$ cat src/hdl/dsn_pkg.sv
// shared types, constants and the microcode program of the noise field generator
package dsn_pkg;

  // request codes on the input channel
  localparam logic [1:0] REQ_SUPPLY  = 2'd0;
  localparam logic [1:0] REQ_READ    = 2'd1;
  localparam logic [1:0] REQ_RESTART = 2'd2;

  // fixed-point constants, q1.31
  localparam logic [31:0] BIAS_0P8 = 32'd1717986918;
  localparam logic [31:0] MUL_0P3  = 32'd644245094;
  localparam logic [31:0] MOD_ONE  = 32'h8000_0000;

  localparam logic [2:0] FEAT_RST = 3'd4;

  typedef enum logic [2:0] {
    PH_SEED,
    PH_DIAMOND,
    PH_EDGE_H,
    PH_EDGE_G,
    PH_DONE
  } phase_t;

  // sample addresses relative to the cursor (x, y), step s, half step h
  typedef enum logic [3:0] {
    AS_CUR,    // (x, y)
    AS_XS,     // (x+s, y)
    AS_YS,     // (x, y+s)
    AS_XSYS,   // (x+s, y+s)
    AS_XHYH,   // (x+h, y+h)
    AS_XHYMH,  // (x+h, y-h)
    AS_XMHYH,  // (x-h, y+h)
    AS_XH,     // (x+h, y)
    AS_YH,     // (x, y+h)
    AS_REQ     // requested read location
  } addr_sel_t;

  typedef enum logic [1:0] {
    ACC_HOLD,
    ACC_LOAD,
    ACC_ADD
  } acc_op_t;

  typedef enum logic [1:0] {
    MUL_NONE,
    MUL_JIT,    // |jitter| * pass scale
    MUL_SCALE,  // pass scale * (modifier + 0.8)
    MUL_MOD     // modifier * 0.3
  } mul_op_t;

  typedef enum logic [2:0] {
    CO_NONE,
    CO_RESTART,
    CO_SEED_ADV,
    CO_DIA_ADV,
    CO_TO_G,
    CO_EG_ADV,
    CO_END
  } cur_op_t;

  typedef enum logic [2:0] {
    JC_NEXT,
    JC_GOTO,
    JC_DISPATCH,
    JC_WRAP,       // wrap ? target : idle
    JC_HOLD_BUSY   // out busy ? stay : target
  } jmp_t;

  localparam int UPC_W = 5;

  // microcode addresses
  localparam logic [UPC_W-1:0] UA_IDLE = 5'd0;
  localparam logic [UPC_W-1:0] UA_RD0  = 5'd1;
  localparam logic [UPC_W-1:0] UA_RD1  = 5'd2;
  localparam logic [UPC_W-1:0] UA_RST  = 5'd3;
  localparam logic [UPC_W-1:0] UA_SEED = 5'd4;
  localparam logic [UPC_W-1:0] UA_DI0  = 5'd5;
  localparam logic [UPC_W-1:0] UA_DI1  = 5'd6;
  localparam logic [UPC_W-1:0] UA_DI2  = 5'd7;
  localparam logic [UPC_W-1:0] UA_DI3  = 5'd8;
  localparam logic [UPC_W-1:0] UA_DI4  = 5'd9;
  localparam logic [UPC_W-1:0] UA_DI5  = 5'd10;
  localparam logic [UPC_W-1:0] UA_EH0  = 5'd11;
  localparam logic [UPC_W-1:0] UA_EH1  = 5'd12;
  localparam logic [UPC_W-1:0] UA_EH2  = 5'd13;
  localparam logic [UPC_W-1:0] UA_EH3  = 5'd14;
  localparam logic [UPC_W-1:0] UA_EH4  = 5'd15;
  localparam logic [UPC_W-1:0] UA_EH5  = 5'd16;
  localparam logic [UPC_W-1:0] UA_EG0  = 5'd17;
  localparam logic [UPC_W-1:0] UA_EG1  = 5'd18;
  localparam logic [UPC_W-1:0] UA_EG2  = 5'd19;
  localparam logic [UPC_W-1:0] UA_EG3  = 5'd20;
  localparam logic [UPC_W-1:0] UA_EG4  = 5'd21;
  localparam logic [UPC_W-1:0] UA_EG5  = 5'd22;
  localparam logic [UPC_W-1:0] UA_END0 = 5'd23;
  localparam logic [UPC_W-1:0] UA_END1 = 5'd24;
  localparam logic [UPC_W-1:0] UA_END2 = 5'd25;

  typedef struct packed {
    logic             rd_en;
    addr_sel_t        rd_sel;
    logic             wr_en;
    addr_sel_t        wr_sel;
    logic             wr_seed;   // write seed value instead of blend
    acc_op_t          acc_op;
    mul_op_t          mul_op;
    logic             term_ld;
    logic             half;      // edge passes halve the jitter term
    logic             scale_ld;
    logic             mod_ld;
    cur_op_t          cur_op;
    logic             out_ld;
    jmp_t             jmp;
    logic [UPC_W-1:0] target;
  } ctrl_word_t;

  typedef struct packed {
    phase_t phase;
    logic   wrap;
    logic   out_busy;
  } dsn_status_t;

  // one blend routine: four neighbor reads, jitter multiply, one write
  function automatic ctrl_word_t blend_step(input logic [2:0] n, input addr_sel_t nb2,
                                            input addr_sel_t nb3, input addr_sel_t nb4,
                                            input addr_sel_t dst, input logic half);
    ctrl_word_t w;
    w = '0;
    w.half = half;
    case (n)
      3'd0: begin
        w.rd_en  = 1'b1;
        w.rd_sel = AS_CUR;
        w.mul_op = MUL_JIT;
      end
      3'd1: begin
        w.rd_en  = 1'b1;
        w.rd_sel = nb2;
        w.acc_op = ACC_LOAD;
      end
      3'd2: begin
        w.rd_en   = 1'b1;
        w.rd_sel  = nb3;
        w.acc_op  = ACC_ADD;
        w.term_ld = 1'b1;
      end
      3'd3: begin
        w.rd_en  = 1'b1;
        w.rd_sel = nb4;
        w.acc_op = ACC_ADD;
      end
      3'd4: begin
        w.acc_op = ACC_ADD;
      end
      default: begin
        w.wr_en  = 1'b1;
        w.wr_sel = dst;
        w.jmp    = JC_GOTO;
        w.target = UA_IDLE;
      end
    endcase
    return w;
  endfunction

  // the control store
  function automatic ctrl_word_t ucode(input logic [UPC_W-1:0] addr);
    ctrl_word_t w;
    w = '0;
    case (addr)
      UA_IDLE: begin
        w.jmp = JC_DISPATCH;
      end
      UA_RD0: begin
        w.rd_en  = 1'b1;
        w.rd_sel = AS_REQ;
      end
      UA_RD1: begin
        w.out_ld = 1'b1;
        w.jmp    = JC_HOLD_BUSY;
        w.target = UA_IDLE;
      end
      UA_RST: begin
        w.cur_op = CO_RESTART;
        w.jmp    = JC_GOTO;
        w.target = UA_IDLE;
      end
      UA_SEED: begin
        w.wr_en   = 1'b1;
        w.wr_sel  = AS_CUR;
        w.wr_seed = 1'b1;
        w.cur_op  = CO_SEED_ADV;
        w.jmp     = JC_GOTO;
        w.target  = UA_IDLE;
      end
      UA_DI0, UA_DI1, UA_DI2, UA_DI3, UA_DI4, UA_DI5: begin
        w = blend_step(3'(addr - UA_DI0), AS_XS, AS_YS, AS_XSYS, AS_XHYH, 1'b0);
        if (addr == UA_DI5) begin
          w.cur_op = CO_DIA_ADV;
        end
      end
      UA_EH0, UA_EH1, UA_EH2, UA_EH3, UA_EH4, UA_EH5: begin
        w = blend_step(3'(addr - UA_EH0), AS_XS, AS_XHYH, AS_XHYMH, AS_XH, 1'b1);
        if (addr == UA_EH5) begin
          w.cur_op = CO_TO_G;
        end
      end
      UA_EG0, UA_EG1, UA_EG2, UA_EG3, UA_EG4, UA_EG5: begin
        w = blend_step(3'(addr - UA_EG0), AS_YS, AS_XHYH, AS_XMHYH, AS_YH, 1'b1);
        if (addr == UA_EG5) begin
          w.cur_op = CO_EG_ADV;
          w.jmp    = JC_WRAP;
          w.target = UA_END0;
        end
      end
      UA_END0: begin
        w.mul_op = MUL_SCALE;
      end
      UA_END1: begin
        w.scale_ld = 1'b1;
        w.mul_op   = MUL_MOD;
      end
      UA_END2: begin
        w.mod_ld = 1'b1;
        w.cur_op = CO_END;
        w.jmp    = JC_GOTO;
        w.target = UA_IDLE;
      end
      default: begin
        w.jmp    = JC_GOTO;
        w.target = UA_IDLE;
      end
    endcase
    return w;
  endfunction

endpackage

$ cat src/hdl/dsn_seq.sv
// microcode sequencer: step counter, control store lookup and jump logic
module dsn_seq
  import dsn_pkg::*;
(
  input  logic        clk,
  input  logic        rst_n,
  input  logic        in_valid,
  input  logic [1:0]  in_req_type,
  input  dsn_status_t status,
  output logic        in_ready,
  output ctrl_word_t  ctrl
);

  logic [UPC_W-1:0] upc_r;
  logic [UPC_W-1:0] upc_nxt;
  logic [UPC_W-1:0] dispatch;

  assign ctrl     = ucode(upc_r);
  assign in_ready = (upc_r == UA_IDLE);

  // entry point of the routine for an accepted request
  always_comb begin
    dispatch = UA_IDLE;
    if (in_valid) begin
      case (in_req_type)
        REQ_SUPPLY: begin
          case (status.phase)
            PH_SEED:    dispatch = UA_SEED;
            PH_DIAMOND: dispatch = UA_DI0;
            PH_EDGE_H:  dispatch = UA_EH0;
            PH_EDGE_G:  dispatch = UA_EG0;
            default:    dispatch = UA_IDLE;
          endcase
        end
        REQ_READ:    dispatch = UA_RD0;
        REQ_RESTART: dispatch = UA_RST;
        default:     dispatch = UA_IDLE;
      endcase
    end
  end

  always_comb begin
    case (ctrl.jmp)
      JC_NEXT:      upc_nxt = upc_r + 1'b1;
      JC_GOTO:      upc_nxt = ctrl.target;
      JC_DISPATCH:  upc_nxt = dispatch;
      JC_WRAP:      upc_nxt = status.wrap ? ctrl.target : UA_IDLE;
      JC_HOLD_BUSY: upc_nxt = status.out_busy ? upc_r : ctrl.target;
      default:      upc_nxt = UA_IDLE;
    endcase
  end

  always_ff @(posedge clk) begin
    if (!rst_n) begin
      upc_r <= UA_IDLE;
    end else begin
      upc_r <= upc_nxt;
    end
  end

  a_read_dispatch: assert property (@(posedge clk) disable iff (!rst_n)
    in_valid && in_ready && in_req_type == REQ_READ |=> upc_r == UA_RD0)
    else $error("read request did not enter the read routine");

  a_end_of_pass: assert property (@(posedge clk) disable iff (!rst_n)
    upc_r == UA_EG5 && status.wrap |=> upc_r == UA_END0)
    else $error("finished edge sweep did not run the scale update");

endmodule

$ cat config.mk
export PLATFORM = sky130hd
export DESIGN_NAME = dsn_seq
export DESIGN_NICKNAME = d
export VERILOG_FILES = /design/src/hdl/dsn_pkg.sv /design/src/hdl/dsn_seq.sv
export SDC_FILE = /design/constraint.sdc
export NUM_CORES = 1
export LEC_CHECK = 0
export BUFFER_PORTS_ARGS = -buffer_cell sky130_fd_sc_hd__buf_2
export CORE_MARGIN = 5
export CORE_UTILIZATION = 50
export CTS_CLUSTER_DIAMETER = 200
export DETAILED_ROUTE_END_ITERATION = 6
export PLACE_DENSITY = 0.82
export SETUP_SLACK_MARGIN = 0.5
export SYNTH_ARGS = -nofsm -noshare
export SYNTH_HDL_FRONTEND = slang
export SYNTH_SLANG_ARGS = --single-unit
$ cat constraint.sdc
create_clock -name clk -period 3.5 [get_ports clk]
set_clock_uncertainty 0.1 [all_clocks]
set_input_delay 0.7 -clock clk [delete_from_list [all_inputs] [get_ports clk]]
set_output_delay 0.7 -clock clk [all_outputs]
set_load 0.01 [all_outputs]
==> results_dict.tcl <==
set metrics [dict create \
    yosys_warnings 0 \
    max_stage_delay_ps 410 \
    power.density_nw_per_um2 415.1 \
    fin_crit_ps 3083 \
    num_rows 17 \
    reg2reg_slack_ps 980 \
    path_clk_slew_ps 40 \
    synth-edff-count 0 \
    largest_reg_flops 5 \
    tritoncts "built" \
    p_comb_share_pct 77.3 \
    core_um2 2233 \
    crit_fanout 5 \
    vias 1544 \
    finalInstanceArea_um2 1650 \
    synth.area.top_cells "ha_1, dfxtp_1, nor2_1" \
    syn_to_final_growth_pct 39.28 \
    syn_nets 197 \
    synth.distinct_cells 47 \
    status "complete, no violations" \
    synth_seq_area_share_pct 8.448 \
    grt_pass1_vias 1448 \
    grt_first_pass_wirelength_um 6444 \
    timing.final.hold_violations 0 \
    cts_inserted_buffers 3 \
    yosysTopAreaCell "ha_1" \
    grt_max_degree 18 \
    peakVddDrop_v 0.0003223 \
    clockBufferDepth 2 \
    synth-seq-cells 5 \
    clock.fmax_ghz 0.3244 \
    gp_congestion 0.9438 \
    wl_um 4216 \
    min_path_cells 3 \
    clock_latency_ps 250 \
    reg_top3 "upc_r x5" \
    hold_class "flop to flop" \
    crit_required_ps 2700 \
    ctsHtreeMaxLevel 1 \
    post-dp-hpwl_um 2771 \
    root_buffer "clkbuf_4" \
    ctsHoldBuffers 0 \
    antenna_cells 0 \
    internal_power_w 0.0003504 \
    ant_nets 0 \
    start_util_pct 53.05 \
    dieHeight_um 58.68 \
    endpoint_kind "output pin" \
    seqPwrFrac_pct 12.7 \
    overflow 0 \
    r2r_cells 10 \
    yosysTopAreaCellShare_pct 11.62 \
    avgSynthCellArea_um2 6.732 \
    layout-drive-gt1-share_pct 42.11 \
    drt_iter0_markers 116 \
    clock-sinks 5 \
    ios 42 \
    leakage_nw 0.8151 \
    critical_path_class "flop to output pin" \
    critPathLaunch "upc_r[1]" \
    rsz0062_at_grt "true" \
    async_flop_share_pct 0 \
    layout.nets 250 \
    viasPerCell 6.031 \
    netSwitchingPower_w 0.0003347 \
    die-area_um2 3443 \
    wl_per_cell_um 16.47 \
    antenna_found_initial 0 \
    die_width_um 58.68 \
    finalMaxSlewViolations 0 \
    setup_viol 0 \
    port_buffers 40 \
    slowest_stage "dfxtp_4" \
    p_sw_share_pct 48.85 \
    placed_cell_area_um2 1369 \
    reg2reg_to "upc_r[0]" \
    first_pass_iters 6 \
    post_synth_instance_area_um2 1185 \
    cp-endpoint "ctrl[30]" \
    tns_ps 0 \
    p_clk_share_pct 10.0 \
    worstPathArrival_ps 2280 \
    regMostFlops "upc_r" \
    maxCapViolCount 0 \
    crit_chain "inv_6 > ha_4 > or3_1 > a41oi_2 > and2_4 > nor2_4 > a22o_1 > nand4bb_1 > buf_2" \
    ys.flop_type "dfxtp_1" \
    synth_cells 176 \
    critPathLaunchType "flop" \
    drcViolationCount 0 \
    period_share_pct 88.08 \
    r2r_start "upc_r[1]" \
    grt_usage_pct 23.60 \
]
metal layers:
layer	vias up	part of all wire (%)	global-route usage, %
met5	-	0	0
met4	0	3.5	14.24
met3	16	11	3.728
met2	110	49	42.42
met1	695	38	25.75
li1	723	-	-
repair_timing:
item	4_1_cts	5_1_grt
endpoints found under the setup margin	13	7
gates resized for setup	28	4
pin swaps	7	2
cloned	0	0
setup buffers	12	7
critical path, delay by kind of cell (launching register included):
kind            cells  cell delay, ps
flops               1             410
compound gates      2             430
simple gates        4             820
buf+inv             2             210
fa+ha+maj           1             170
synth_stat cells (2+ instances only):
library cell	n
nor2_1	20
nand2_1	17
o21ai_0	12
ha_1	11
a21oi_1	10
inv_1	9
nand2b_1	8
nor3_1	8
buf_4	6
and3_1	5
clkbuf_1	5
dfxtp_1	5
a22oi_1	4
buf_2	4
mux2i_1	4
nand3_1	4
a211oi_1	3
o21ai_1	3
o31ai_1	3
a22o_1	2
and2_1	2
nand3b_1	2
nor2b_1	2
nor4_1	2
or3_1	2
xnor2_1	2
how the worst min path moves through the flow:
stage	start	endpoint	slack [ps]
final	upc_r[1]	upc_r[1]	570
after global routing	upc_r[1]	upc_r[1]	620
after CTS	upc_r[1]	upc_r[1]	570
after detailed placement	upc_r[0]	upc_r[0]	440
after global placement	upc_r[0]	upc_r[0]	430
after floorplan	upc_r[1]	upc_r[1]	400
power groups by stage:
stage	sequential, W	combinational (W)	clock, W
after floorplan	0.0000743	0.000301	0
after global placement	0.0000814	0.000381	0
after detailed placement	0.0000830	0.000386	0
after CTS	0.0000862	0.000478	0.0000688
after global routing	0.0000885	0.000572	0.0000718
final	0.0000869	0.000530	0.0000685
cell type report:
cell class                 count  area [um2]
sequential                     5       110.1
inverter                       9       41.29
fill                         173       583.1
timing repair buffer          64       386.6
multi-input combinational    146        1051
clock buffer                   4       26.28
tap                           28       35.03
layout by cell type, fill, tap and decap left out, types with 2 or more instances in the layout:
cell type and n:
nor4_1 2, a211oi_1 3, a21oi_1 10, nor2b_1 2, clkbuf_4 3, a22o_1 2
mux2i_1 4, inv_1 7, o21ai_0 10, buf_2 39, o21ai_1 3, nor3_1 7
a22oi_1 3, dfxtp_4 2, ha_1 7, nor2_1 18, nand3b_1 2, and3_1 5
nand3_1 4, nand2_1 16, nand2b_1 8, buf_4 24, o21ai_2 2, xnor2_1 2
ha_4 4, nor3_2 2, dfxtp_2 2, and2_4 2, o31ai_1 2
metrics by stage:
step	util, %	hold slack, ps	cells	worst slack, ps	total power [W]
after floorplan	-	400.2	176	524.4	0.0003756
after global placement	61.29	428.7	233	347.4	0.0004623
after detailed placement	61.29	435.0	233	215.4	0.0004695
after CTS	70.92	568.8	249	484.9	0.0006328
after global routing	73.89	623.9	256	329.3	0.0007319
final	73.89	567.9	256	417.2	0.0006851
cell families (layout without fill, tap and decap cells):
family                     count (synthesis)  in the layout  synth area share (%)
DFF                                        5              5                 8.448
other                                      1              1                0.3165
and+or+nand+nor                           78             78                 34.53
xor gates and xnor gates                   3              3                 2.218
adders and majority gates                 11             11                 11.62
AOI/OAI and AO/OA                         48             48                 27.67
buffers and inverters                     25             77                 10.88
muxes                                      5              5                 4.330
No activity file was read; power rests on OpenSTA's default activity.
