### src/hdl/dsn_pkg.sv
// shared types, constants and the microcode program of the noise field generator
package dsn_pkg;

  // request codes on the input channel
  localparam logic [1:0] REQ_SUPPLY  = 2'd0;
  localparam logic [1:0] REQ_READ    = 2'd1;
  localparam logic [1:0] REQ_RESTART = 2'd2;

  // fixed-point constants, q1.31
  localparam logic [31:0] BIAS_0P8 = 32'd1717986918;
  localparam logic [31:0] MUL_0P3  = 32'd644245094;
  localparam logic [31:0] MOD_ONE  = 32'h8000_0000;

  localparam logic [2:0] FEAT_RST = 3'd4;

  typedef enum logic [2:0] {
    PH_SEED,
    PH_DIAMOND,
    PH_EDGE_H,
    PH_EDGE_G,
    PH_DONE
  } phase_t;

  // sample addresses relative to the cursor (x, y), step s, half step h
  typedef enum logic [3:0] {
    AS_CUR,    // (x, y)
    AS_XS,     // (x+s, y)
    AS_YS,     // (x, y+s)
    AS_XSYS,   // (x+s, y+s)
    AS_XHYH,   // (x+h, y+h)
    AS_XHYMH,  // (x+h, y-h)
    AS_XMHYH,  // (x-h, y+h)
    AS_XH,     // (x+h, y)
    AS_YH,     // (x, y+h)
    AS_REQ     // requested read location
  } addr_sel_t;

  typedef enum logic [1:0] {
    ACC_HOLD,
    ACC_LOAD,
    ACC_ADD
  } acc_op_t;

  typedef enum logic [1:0] {
    MUL_NONE,
    MUL_JIT,    // |jitter| * pass scale
    MUL_SCALE,  // pass scale * (modifier + 0.8)
    MUL_MOD     // modifier * 0.3
  } mul_op_t;

  typedef enum logic [2:0] {
    CO_NONE,
    CO_RESTART,
    CO_SEED_ADV,
    CO_DIA_ADV,
    CO_TO_G,
    CO_EG_ADV,
    CO_END
  } cur_op_t;

  typedef enum logic [2:0] {
    JC_NEXT,
    JC_GOTO,
    JC_DISPATCH,
    JC_WRAP,       // wrap ? target : idle
    JC_HOLD_BUSY   // out busy ? stay : target
  } jmp_t;

  localparam int UPC_W = 5;

  // microcode addresses
  localparam logic [UPC_W-1:0] UA_IDLE = 5'd0;
  localparam logic [UPC_W-1:0] UA_RD0  = 5'd1;
  localparam logic [UPC_W-1:0] UA_RD1  = 5'd2;
  localparam logic [UPC_W-1:0] UA_RST  = 5'd3;
  localparam logic [UPC_W-1:0] UA_SEED = 5'd4;
  localparam logic [UPC_W-1:0] UA_DI0  = 5'd5;
  localparam logic [UPC_W-1:0] UA_DI1  = 5'd6;
  localparam logic [UPC_W-1:0] UA_DI2  = 5'd7;
  localparam logic [UPC_W-1:0] UA_DI3  = 5'd8;
  localparam logic [UPC_W-1:0] UA_DI4  = 5'd9;
  localparam logic [UPC_W-1:0] UA_DI5  = 5'd10;
  localparam logic [UPC_W-1:0] UA_EH0  = 5'd11;
  localparam logic [UPC_W-1:0] UA_EH1  = 5'd12;
  localparam logic [UPC_W-1:0] UA_EH2  = 5'd13;
  localparam logic [UPC_W-1:0] UA_EH3  = 5'd14;
  localparam logic [UPC_W-1:0] UA_EH4  = 5'd15;
  localparam logic [UPC_W-1:0] UA_EH5  = 5'd16;
  localparam logic [UPC_W-1:0] UA_EG0  = 5'd17;
  localparam logic [UPC_W-1:0] UA_EG1  = 5'd18;
  localparam logic [UPC_W-1:0] UA_EG2  = 5'd19;
  localparam logic [UPC_W-1:0] UA_EG3  = 5'd20;
  localparam logic [UPC_W-1:0] UA_EG4  = 5'd21;
  localparam logic [UPC_W-1:0] UA_EG5  = 5'd22;
  localparam logic [UPC_W-1:0] UA_END0 = 5'd23;
  localparam logic [UPC_W-1:0] UA_END1 = 5'd24;
  localparam logic [UPC_W-1:0] UA_END2 = 5'd25;

  typedef struct packed {
    logic             rd_en;
    addr_sel_t        rd_sel;
    logic             wr_en;
    addr_sel_t        wr_sel;
    logic             wr_seed;   // write seed value instead of blend
    acc_op_t          acc_op;
    mul_op_t          mul_op;
    logic             term_ld;
    logic             half;      // edge passes halve the jitter term
    logic             scale_ld;
    logic             mod_ld;
    cur_op_t          cur_op;
    logic             out_ld;
    jmp_t             jmp;
    logic [UPC_W-1:0] target;
  } ctrl_word_t;

  typedef struct packed {
    phase_t phase;
    logic   wrap;
    logic   out_busy;
  } dsn_status_t;

  // one blend routine: four neighbor reads, jitter multiply, one write
  function automatic ctrl_word_t blend_step(input logic [2:0] n, input addr_sel_t nb2,
                                            input addr_sel_t nb3, input addr_sel_t nb4,
                                            input addr_sel_t dst, input logic half);
    ctrl_word_t w;
    w = '0;
    w.half = half;
    case (n)
      3'd0: begin
        w.rd_en  = 1'b1;
        w.rd_sel = AS_CUR;
        w.mul_op = MUL_JIT;
      end
      3'd1: begin
        w.rd_en  = 1'b1;
        w.rd_sel = nb2;
        w.acc_op = ACC_LOAD;
      end
      3'd2: begin
        w.rd_en   = 1'b1;
        w.rd_sel  = nb3;
        w.acc_op  = ACC_ADD;
        w.term_ld = 1'b1;
      end
      3'd3: begin
        w.rd_en  = 1'b1;
        w.rd_sel = nb4;
        w.acc_op = ACC_ADD;
      end
      3'd4: begin
        w.acc_op = ACC_ADD;
      end
      default: begin
        w.wr_en  = 1'b1;
        w.wr_sel = dst;
        w.jmp    = JC_GOTO;
        w.target = UA_IDLE;
      end
    endcase
    return w;
  endfunction

  // the control store
  function automatic ctrl_word_t ucode(input logic [UPC_W-1:0] addr);
    ctrl_word_t w;
    w = '0;
    case (addr)
      UA_IDLE: begin
        w.jmp = JC_DISPATCH;
      end
      UA_RD0: begin
        w.rd_en  = 1'b1;
        w.rd_sel = AS_REQ;
      end
      UA_RD1: begin
        w.out_ld = 1'b1;
        w.jmp    = JC_HOLD_BUSY;
        w.target = UA_IDLE;
      end
      UA_RST: begin
        w.cur_op = CO_RESTART;
        w.jmp    = JC_GOTO;
        w.target = UA_IDLE;
      end
      UA_SEED: begin
        w.wr_en   = 1'b1;
        w.wr_sel  = AS_CUR;
        w.wr_seed = 1'b1;
        w.cur_op  = CO_SEED_ADV;
        w.jmp     = JC_GOTO;
        w.target  = UA_IDLE;
      end
      UA_DI0, UA_DI1, UA_DI2, UA_DI3, UA_DI4, UA_DI5: begin
        w = blend_step(3'(addr - UA_DI0), AS_XS, AS_YS, AS_XSYS, AS_XHYH, 1'b0);
        if (addr == UA_DI5) begin
          w.cur_op = CO_DIA_ADV;
        end
      end
      UA_EH0, UA_EH1, UA_EH2, UA_EH3, UA_EH4, UA_EH5: begin
        w = blend_step(3'(addr - UA_EH0), AS_XS, AS_XHYH, AS_XHYMH, AS_XH, 1'b1);
        if (addr == UA_EH5) begin
          w.cur_op = CO_TO_G;
        end
      end
      UA_EG0, UA_EG1, UA_EG2, UA_EG3, UA_EG4, UA_EG5: begin
        w = blend_step(3'(addr - UA_EG0), AS_YS, AS_XHYH, AS_XMHYH, AS_YH, 1'b1);
        if (addr == UA_EG5) begin
          w.cur_op = CO_EG_ADV;
          w.jmp    = JC_WRAP;
          w.target = UA_END0;
        end
      end
      UA_END0: begin
        w.mul_op = MUL_SCALE;
      end
      UA_END1: begin
        w.scale_ld = 1'b1;
        w.mul_op   = MUL_MOD;
      end
      UA_END2: begin
        w.mod_ld = 1'b1;
        w.cur_op = CO_END;
        w.jmp    = JC_GOTO;
        w.target = UA_IDLE;
      end
      default: begin
        w.jmp    = JC_GOTO;
        w.target = UA_IDLE;
      end
    endcase
    return w;
  endfunction

endpackage

### src/hdl/dsn_dp.sv
// datapath: cursor, step and scale state, neighbor addressing, blend arithmetic
module dsn_dp
  import dsn_pkg::*;
#(
  parameter int FIELD_LOG2 = 7
) (
  input  logic                    clk,
  input  logic                    rst_n,
  input  ctrl_word_t              ctrl,
  input  logic                    in_accept,
  input  logic [23:0]             in_random_fraction,
  input  logic [6:0]              in_read_x,
  input  logic [6:0]              in_read_y,
  input  logic                    cfg_we,
  input  logic [2:0]              cfg_feature_log2,
  output dsn_status_t             status,
  output logic                    ram_re,
  output logic [2*FIELD_LOG2-1:0] ram_raddr,
  output logic                    ram_we,
  output logic [2*FIELD_LOG2-1:0] ram_waddr,
  output logic [23:0]             ram_wdata,
  input  logic [23:0]             ram_rdata,
  output logic                    out_valid,
  input  logic                    out_ready,
  output logic [23:0]             out_sample_value,
  output logic                    out_field_done
);

  localparam int CW = FIELD_LOG2;
  localparam int AW = 2 * FIELD_LOG2;
  localparam logic [31:0] SCALE_RST = 32'(1) << (30 - FIELD_LOG2);

  function automatic logic [2:0] clamp_k(input logic [2:0] f);
    logic [2:0] k;
    k = f;
    if (f == 3'd0) begin
      k = 3'd1;
    end else if ({1'b0, f} > 4'(FIELD_LOG2)) begin
      k = 3'(FIELD_LOG2);
    end
    return k;
  endfunction

  function automatic logic [AW-1:0] nb_addr(input addr_sel_t sel,
                                            input logic [CW-1:0] x, input logic [CW-1:0] y,
                                            input logic [CW-1:0] s, input logic [CW-1:0] h,
                                            input logic [CW-1:0] rx, input logic [CW-1:0] ry);
    logic [CW-1:0] ax;
    logic [CW-1:0] ay;
    ax = x;
    ay = y;
    case (sel)
      AS_CUR: begin
        ax = x;
        ay = y;
      end
      AS_XS:    ax = x + s;
      AS_YS:    ay = y + s;
      AS_XSYS: begin
        ax = x + s;
        ay = y + s;
      end
      AS_XHYH: begin
        ax = x + h;
        ay = y + h;
      end
      AS_XHYMH: begin
        ax = x + h;
        ay = y - h;
      end
      AS_XMHYH: begin
        ax = x - h;
        ay = y + h;
      end
      AS_XH:    ax = x + h;
      AS_YH:    ay = y + h;
      AS_REQ: begin
        ax = rx;
        ay = ry;
      end
      default: begin
        ax = x;
        ay = y;
      end
    endcase
    return {ay, ax};
  endfunction

  // control state
  logic [2:0]    feat_r;
  logic [CW-1:0] cx_r, cx_nxt;
  logic [CW-1:0] cy_r, cy_nxt;
  logic [2:0]    k_r, k_nxt;
  phase_t        phase_r, phase_nxt;
  logic          done_r, done_nxt;
  logic [31:0]   scale_r, scale_nxt;
  logic [31:0]   mod_r, mod_nxt;
  logic          out_valid_r;

  // payload
  logic [23:0]   jit_mag_r;
  logic          jit_neg_r;
  logic [CW-1:0] rx_r, ry_r;
  logic [63:0]   prod_r;
  logic [25:0]   acc_r;
  logic [31:0]   term_r;
  logic [23:0]   out_sample_r;
  logic          out_done_r;

  // step geometry
  logic [CW:0]   step_w;
  logic [CW-1:0] s_c, h_c;
  logic [CW:0]   x_sum, y_sum;
  logic          x_wrap, wrap;
  logic [CW-1:0] adv_x, adv_y;

  assign step_w = (CW + 1)'(1) << k_r;
  assign s_c    = step_w[CW-1:0];
  assign h_c    = step_w[CW:1];
  assign x_sum  = {1'b0, cx_r} + step_w;
  assign y_sum  = {1'b0, cy_r} + step_w;
  assign x_wrap = x_sum[CW];
  assign wrap   = x_wrap & y_sum[CW];
  assign adv_x  = x_wrap ? '0 : x_sum[CW-1:0];
  assign adv_y  = x_wrap ? (y_sum[CW] ? '0 : y_sum[CW-1:0]) : cy_r;

  // jitter 2r-1 as sign and magnitude
  logic [23:0] in_jit_mag;
  logic        in_jit_neg;
  assign in_jit_neg = ~in_random_fraction[23];
  assign in_jit_mag = in_random_fraction[23] ? {1'b0, in_random_fraction[22:0]}
                                             : 24'h80_0000 - in_random_fraction;

  // shared multiplier
  logic [31:0] mul_a, mul_b;
  logic [63:0] mul_p;
  always_comb begin
    case (ctrl.mul_op)
      MUL_JIT: begin
        mul_a = {8'd0, jit_mag_r};
        mul_b = scale_r;
      end
      MUL_SCALE: begin
        mul_a = scale_r;
        mul_b = mod_r + BIAS_0P8;
      end
      MUL_MOD: begin
        mul_a = mod_r;
        mul_b = MUL_0P3;
      end
      default: begin
        mul_a = '0;
        mul_b = '0;
      end
    endcase
  end
  assign mul_p = mul_a * mul_b;

  // jitter term: round half away from zero at shift 33-k (+1 on edges)
  logic [5:0]  sh1;
  logic [30:0] rnd;
  logic [31:0] term_mag, term_nxt;
  assign sh1      = 6'd32 - {3'd0, k_r} + {5'd0, ctrl.half};
  assign rnd      = 31'(prod_r >> sh1);
  assign term_mag = ({1'b0, rnd} + 32'd1) >> 1;
  assign term_nxt = jit_neg_r ? (32'd0 - term_mag) : term_mag;

  // scale updates, q1.31 rounding
  logic [64:0] scale_rsum;
  logic [31:0] scale_upd, mod_upd;
  assign scale_rsum = {1'b0, prod_r} + 65'h4000_0000;
  assign scale_upd  = (|scale_rsum[64:63]) ? 32'hFFFF_FFFF : scale_rsum[62:31];
  assign mod_upd    = scale_rsum[62:31];

  // four-neighbor mean, rounded
  logic        acc_neg;
  logic [25:0] acc_mag, mean_sum;
  logic [24:0] mean;
  assign acc_neg  = acc_r[25];
  assign acc_mag  = acc_neg ? (26'd0 - acc_r) : acc_r;
  assign mean_sum = acc_mag + 26'd2;
  assign mean     = acc_neg ? (25'd0 - {1'b0, mean_sum[25:2]}) : {1'b0, mean_sum[25:2]};

  logic signed [32:0] blend_sum;
  logic [23:0]        blend_val;
  assign blend_sum = $signed({{8{mean[24]}}, mean}) + $signed({term_r[31], term_r});
  always_comb begin
    if (blend_sum > 33'sd8388607) begin
      blend_val = 24'h7F_FFFF;
    end else if (blend_sum < -33'sd8388608) begin
      blend_val = 24'h80_0000;
    end else begin
      blend_val = blend_sum[23:0];
    end
  end

  // seed: jitter rounded to q4.20
  logic [24:0] seed_sum;
  logic [23:0] seed_val;
  assign seed_sum = {1'b0, jit_mag_r} + 25'd4;
  assign seed_val = jit_neg_r ? (24'd0 - {2'd0, seed_sum[24:3]}) : {2'd0, seed_sum[24:3]};

  logic [25:0] rdata_ext;
  assign rdata_ext = {{2{ram_rdata[23]}}, ram_rdata};

  // memory port
  assign ram_re    = ctrl.rd_en;
  assign ram_raddr = nb_addr(ctrl.rd_sel, cx_r, cy_r, s_c, h_c, rx_r, ry_r);
  assign ram_we    = ctrl.wr_en;
  assign ram_waddr = nb_addr(ctrl.wr_sel, cx_r, cy_r, s_c, h_c, rx_r, ry_r);
  assign ram_wdata = ctrl.wr_seed ? seed_val : blend_val;

  logic out_busy;
  assign out_busy = out_valid_r & ~out_ready;

  assign status.phase    = phase_r;
  assign status.wrap     = wrap;
  assign status.out_busy = out_busy;

  assign out_valid        = out_valid_r;
  assign out_sample_value = out_sample_r;
  assign out_field_done   = out_done_r;

  always_comb begin
    cx_nxt    = cx_r;
    cy_nxt    = cy_r;
    k_nxt     = k_r;
    phase_nxt = phase_r;
    done_nxt  = done_r;
    case (ctrl.cur_op)
      CO_RESTART: begin
        k_nxt     = clamp_k(feat_r);
        cx_nxt    = '0;
        cy_nxt    = '0;
        phase_nxt = PH_SEED;
        done_nxt  = 1'b0;
      end
      CO_SEED_ADV: begin
        cx_nxt = adv_x;
        cy_nxt = adv_y;
        if (wrap) begin
          phase_nxt = PH_DIAMOND;
        end
      end
      CO_DIA_ADV: begin
        cx_nxt = adv_x;
        cy_nxt = adv_y;
        if (wrap) begin
          phase_nxt = PH_EDGE_H;
        end
      end
      CO_TO_G: begin
        phase_nxt = PH_EDGE_G;
      end
      CO_EG_ADV: begin
        cx_nxt = adv_x;
        cy_nxt = adv_y;
        if (!wrap) begin
          phase_nxt = PH_EDGE_H;
        end
      end
      CO_END: begin
        k_nxt = k_r - 3'd1;
        if (k_r >= 3'd2) begin
          phase_nxt = PH_DIAMOND;
        end else begin
          phase_nxt = PH_DONE;
          done_nxt  = 1'b1;
        end
      end
      default: begin
        k_nxt = k_r;
      end
    endcase

    scale_nxt = scale_r;
    mod_nxt   = mod_r;
    if (ctrl.cur_op == CO_RESTART) begin
      scale_nxt = SCALE_RST;
      mod_nxt   = MOD_ONE;
    end else begin
      if (ctrl.scale_ld) begin
        scale_nxt = scale_upd;
      end
      if (ctrl.mod_ld) begin
        mod_nxt = mod_upd;
      end
    end
  end

  always_ff @(posedge clk) begin
    if (!rst_n) begin
      feat_r      <= FEAT_RST;
      cx_r        <= '0;
      cy_r        <= '0;
      k_r         <= clamp_k(FEAT_RST);
      phase_r     <= PH_SEED;
      done_r      <= 1'b0;
      scale_r     <= SCALE_RST;
      mod_r       <= MOD_ONE;
      out_valid_r <= 1'b0;
    end else begin
      if (cfg_we) begin
        feat_r <= cfg_feature_log2;
      end
      cx_r    <= cx_nxt;
      cy_r    <= cy_nxt;
      k_r     <= k_nxt;
      phase_r <= phase_nxt;
      done_r  <= done_nxt;
      scale_r <= scale_nxt;
      mod_r   <= mod_nxt;
      if (ctrl.out_ld && !out_busy) begin
        out_valid_r <= 1'b1;
      end else if (out_ready) begin
        out_valid_r <= 1'b0;
      end
    end
  end

  always_ff @(posedge clk) begin
    if (in_accept) begin
      jit_mag_r <= in_jit_mag;
      jit_neg_r <= in_jit_neg;
      rx_r      <= CW'(in_read_x);
      ry_r      <= CW'(in_read_y);
    end
    if (ctrl.mul_op != MUL_NONE) begin
      prod_r <= mul_p;
    end
    case (ctrl.acc_op)
      ACC_LOAD: acc_r <= rdata_ext;
      ACC_ADD:  acc_r <= acc_r + rdata_ext;
      default:  acc_r <= acc_r;
    endcase
    if (ctrl.term_ld) begin
      term_r <= term_nxt;
    end
    if (ctrl.out_ld && !out_busy) begin
      out_sample_r <= ram_rdata;
      out_done_r   <= done_r;
    end
  end

  a_done_phase: assert property (@(posedge clk) disable iff (!rst_n)
    (phase_r == PH_DONE) == done_r)
    else $error("done flag and phase disagree");

  a_no_write_done: assert property (@(posedge clk) disable iff (!rst_n)
    ctrl.wr_en |-> phase_r != PH_DONE)
    else $error("sample write after the field was complete");

endmodule

### config.mk
export PLATFORM = sky130hd
export DESIGN_NAME = dsn_dp
export DESIGN_NICKNAME = d
export VERILOG_FILES = /design/src/hdl/dsn_pkg.sv /design/src/hdl/dsn_dp.sv
export SDC_FILE = /design/constraint.sdc
export NUM_CORES = 2
export LEC_CHECK = 0
export ABC_AREA = 1
export BUFFER_PORTS_ARGS = -buffer_cell sky130_fd_sc_hd__buf_4
export CAP_MARGIN = 5
export CORE_AREA = 4 4 331 333
export DETAILED_ROUTE_END_ITERATION = 10
export DIE_AREA = 0 0 335 337
export PLACE_DENSITY = 0.71
export SLEW_MARGIN = 20
export SYNTH_ARGS = -nofsm -noshare
export SYNTH_HDL_FRONTEND = slang
export SYNTH_SLANG_ARGS = --single-unit
### constraint.sdc
create_clock -name clk -period 13.6 [get_ports clk]
set_input_delay 2.72 -clock clk [delete_from_list [all_inputs] [get_ports clk]]
set_output_delay 2.72 -clock clk [all_outputs]
set_load 0.01 [all_outputs]
==> metrics.md <==
| Metric | Value |
|---|---|
| MaxCap Viol Count | `0` |
| Initial antenna violation count | `3` |
| Hold Fails Final Rpt | `0` |
| Worst setup EP type | `flip-flop` |
| Number of synthesized flops with an enable pin | `178` |
| DIE WIDTH | `about 340 um` |
| Final period util | `0.918` |
| Worst slew margin | `0.201` |
| Final WL | `202 mm` |
| Count of final setup violators | `0` |
| Leak | `approximately 32 nW` |
| Share of cells above drive strength 1 | `0.0677` |
| Synth Instances | `7875` |
| Min-Delay Startpoint | `done_r` |
| Area of the multi-input gates | `43700 um^2` |
| CP Data Arrival Time | `12.81 ns` |
| Crit Reg-Reg Startpoint | `mod_r[1]` |
| First-pass DRT Iterations | `7` |
| Synthesized cell area | `about 58000 um^2` |
| RSZ-0062 raised after global routing | `no` |
| YS warnings | `0` |
| CTS tree | `yes` |
| Total Power | `17.5 mW` |
| Pin count of the biggest net entering global routing | `59` |
| Post_cts resized | `0` |
| Mapped Nets | `9259` |
| Core Region | `107000 um^2` |
| Hold_buf cts | `0` |
| Setup_tns | `0 ns` |
| Hold WS | `0.433 ns` |
| Post-route ant nets | `0` |
| Grt ovf | `0` |
| FF+latch count, synth | `267` |
| Cts bufs inserted | `35` |
| Register area | `between 7000 and 8000 um^2` |
| Ys async rst share | `0` |
| WL per Instance | `approximately 21 um` |
| FILL cells | `approximately 10000` |
| Outcome | `complete, no violations` |
| Main synth FF type | `edfxtp_1` |
| Clock skew after layout | `0.0232 ns` |
| Hold/Removal Path Class | `reg2reg` |
| CP Max Fanout | `18` |
| Final Wtd Congestion | `around 1` |
| Worst VDD drop | `0.459 mV` |
| I/O Buffers | `173` |
| Vias in the first global route | `between 50000 and 60000` |
| Syn_area_per_cell | `7.38 um^2` |
| P&R area growth vs syn | `7.96%` |
| Seq/Total Area, Yosys | `0.123` |
| Setup Fix Bufs, Post-CTS | `0` |
| Root buffer cell | `clkbuf_16` |
| Worst-margin pin slew | `1.20 ns` |
| CP dominant cell by count | `fa_1` |
| Fmax | `80.1 MHz` |
| CP max stage delay | `about 0.88 ns` |
| Ports | `around 190` |
| Critical Path Source | `ctrl[16]` |
| Vias per Instance | `5.70` |
| DRC violations left | `0` |
| Count of cell types in the netlist | `62` |
| Clk pin slew, worst setup/hold paths | `0.06 ns` |
| WS Path Type | `in2reg` |
| Number of vias in the routed layout | `53800` |
| H-Tree Level Count | `2` |
| Worst-skew pair later-pin latency | `around 0.6 ns` |
| Initial core utilization | `0.545` |
| CP required | `13.92 ns` |
| Total GRT Usage | `0.361` |
| Die area | `~110000 um^2` |
| Clock Path Buffers | `3` |
| Cell Pwr Density | `between 200 and 300 nW/um^2` |
| # rows | `120` |
| Die H | `between 300 and 400 um` |
| Max-slew violations | `0` |
| Min cycle time layout | `approximately 12 ns` |
| Crit path max-delay cell type | `a21oi_1` |
| First-pass GRT wire length | `313 mm` |
| Sum of net half-perimeters after detailed placement | `167 mm` |
| Violation count after the first detailed-route iteration | `5204` |
| Final nets | `9380` |
| CP startpoint kind | `input pin` |
| Clock sink count | `267` |
## registers in the layout, summed over array words and instances, names as in the netlist, 24 cells and up
register          cells
out_sample_value     24
jit_mag_r            24
prod_r               56
acc_r                26
term_r               32
scale_r              32
mod_r                32
## synthesized netlist by cell type, types with 9 or more instances
cell	count	share of area
a221oi_1	20	0.0030
buf_2	31	0.0027
nor2_4	13	0.0025
xor2_1	185	0.028
nor2_1	797	0.051
clkinv_1	16	0.0010
o21bai_1	19	0.0025
clkbuf_1	198	0.013
nand3_1	470	0.040
o211ai_1	20	0.0026
xnor2_1	81	0.012
or2_2	13	0.0014
buf_4	12	0.0016
fa_1	904	0.31
a211oi_1	27	0.0035
nand4_1	76	0.0082
inv_2	19	0.0012
nor2_2	21	0.0023
edfxtp_1	178	0.092
buf_1	23	0.0015
o22ai_1	56	0.0060
a211o_1	9	0.0014
a31oi_1	35	0.0038
nand2_2	19	0.0020
o21a_1	11	0.0014
nor4_1	25	0.0027
inv_1	1637	0.11
dfxtp_1	89	0.031
o21ai_1	32	0.0028
o21ai_0	223	0.019
a21o_1	16	0.0021
nand2_1	1736	0.11
ha_1	379	0.082
a21oi_1	335	0.029
nor3_1	80	0.0069
## final timing paths
kind / to / slack, ns / depth (start not counted)
setup / recovery: prod_r[61] / 1.12 / 34
hold / removal: out_field_done / 0.43 / 0
setup reg to reg: prod_r[49] / 2.89 / 46
hold reg to reg: out_field_done / 0.43 / 0
## report_power, final
part	leakage (nW)	switching [mW]	internal (mW)
sequential	2.50	0.204	1.46
clock	0.565	0.426	0.550
combinational	28.8	9.66	5.16
total	31.9	10.3	7.18
## through the flow
step	utilization	instances	worst slack (ns)	area [um^2]
detailed placement	0.577	9362	0.900	61600
CTS	0.588	9426	1.48	62700
global placement	0.577	9362	0.864	61600
global route	0.588	9426	1.01	62700
floorplan	-	7875	2.31	58100
finish	0.588	9428	1.12	62700
## cells in the final DEF, fill, tap and decap left out, types with 6 or more instances in the layout
cell / n
xor2_1: 185
o21bai_2: 7
a21oi_2: 8
o211ai_1: 20
fa_1: 904
a21o_1: 16
nand2_2: 20
o22ai_2: 7
nor2_1: 795
a31oi_1: 35
dfxtp_1: 89
or2_2: 13
edfxtp_1: 178
clkinv_1: 18
nor2_2: 22
a211o_1: 9
ha_1: 377
nor3_1: 80
clkbuf_1: 7
a211oi_1: 27
a221oi_1: 19
o22ai_1: 49
nor2_4: 14
nand4_1: 76
o21a_1: 11
nand3_1: 470
o21bai_1: 12
inv_2: 20
nand2_1: 1735
o21ai_1: 29
clkbuf_16: 35
and2_1: 6
o31ai_1: 6
buf_4: 354
nor4_1: 24
inv_1: 1635
a21oi_1: 327
o21ai_0: 221
xnor2_1: 81
## routing by layer
metal	vias to the layer above	GRT usage	wire, um
li1	24500	-	-
met1	26100	0.471	79600
met2	2560	0.579	90800
met3	584	0.0666	19100
met4	2	0.181	12500
met5	-	0	11
## critical path, delay by kind of cell
family	cells	cell delay, ns
adders and majority gates	9	4.49
buffers and inverters	11	2.46
AOI/OAI and AO/OA	10	2.35
and+or+nand+nor	3	0.67
xor gates and xnor gates	1	0.10
## cells by family after synthesis
logic type,after synthesis,share of synthesized area
xor gates and xnor gates,268,0.0407
AOI/OAI and AO/OA,840,0.0826
DFF,267,0.123
and+or+nand+nor,3275,0.233
adders and majority gates,1283,0.393
buffers and inverters,1942,0.128
## cell type report
type                            count  area share
Inverter                         1672       0.100
Clock buffer                       43      0.0146
Multi-Input combinational cell   5666       0.697
Clock inverter                     21     0.00391
Tap cell                         1403      0.0280
Antenna cell                        2   0.0000798
Timing Repair Buffer              354      0.0424
Sequential cell                   267       0.114
(Power assumes the default switching activity.)
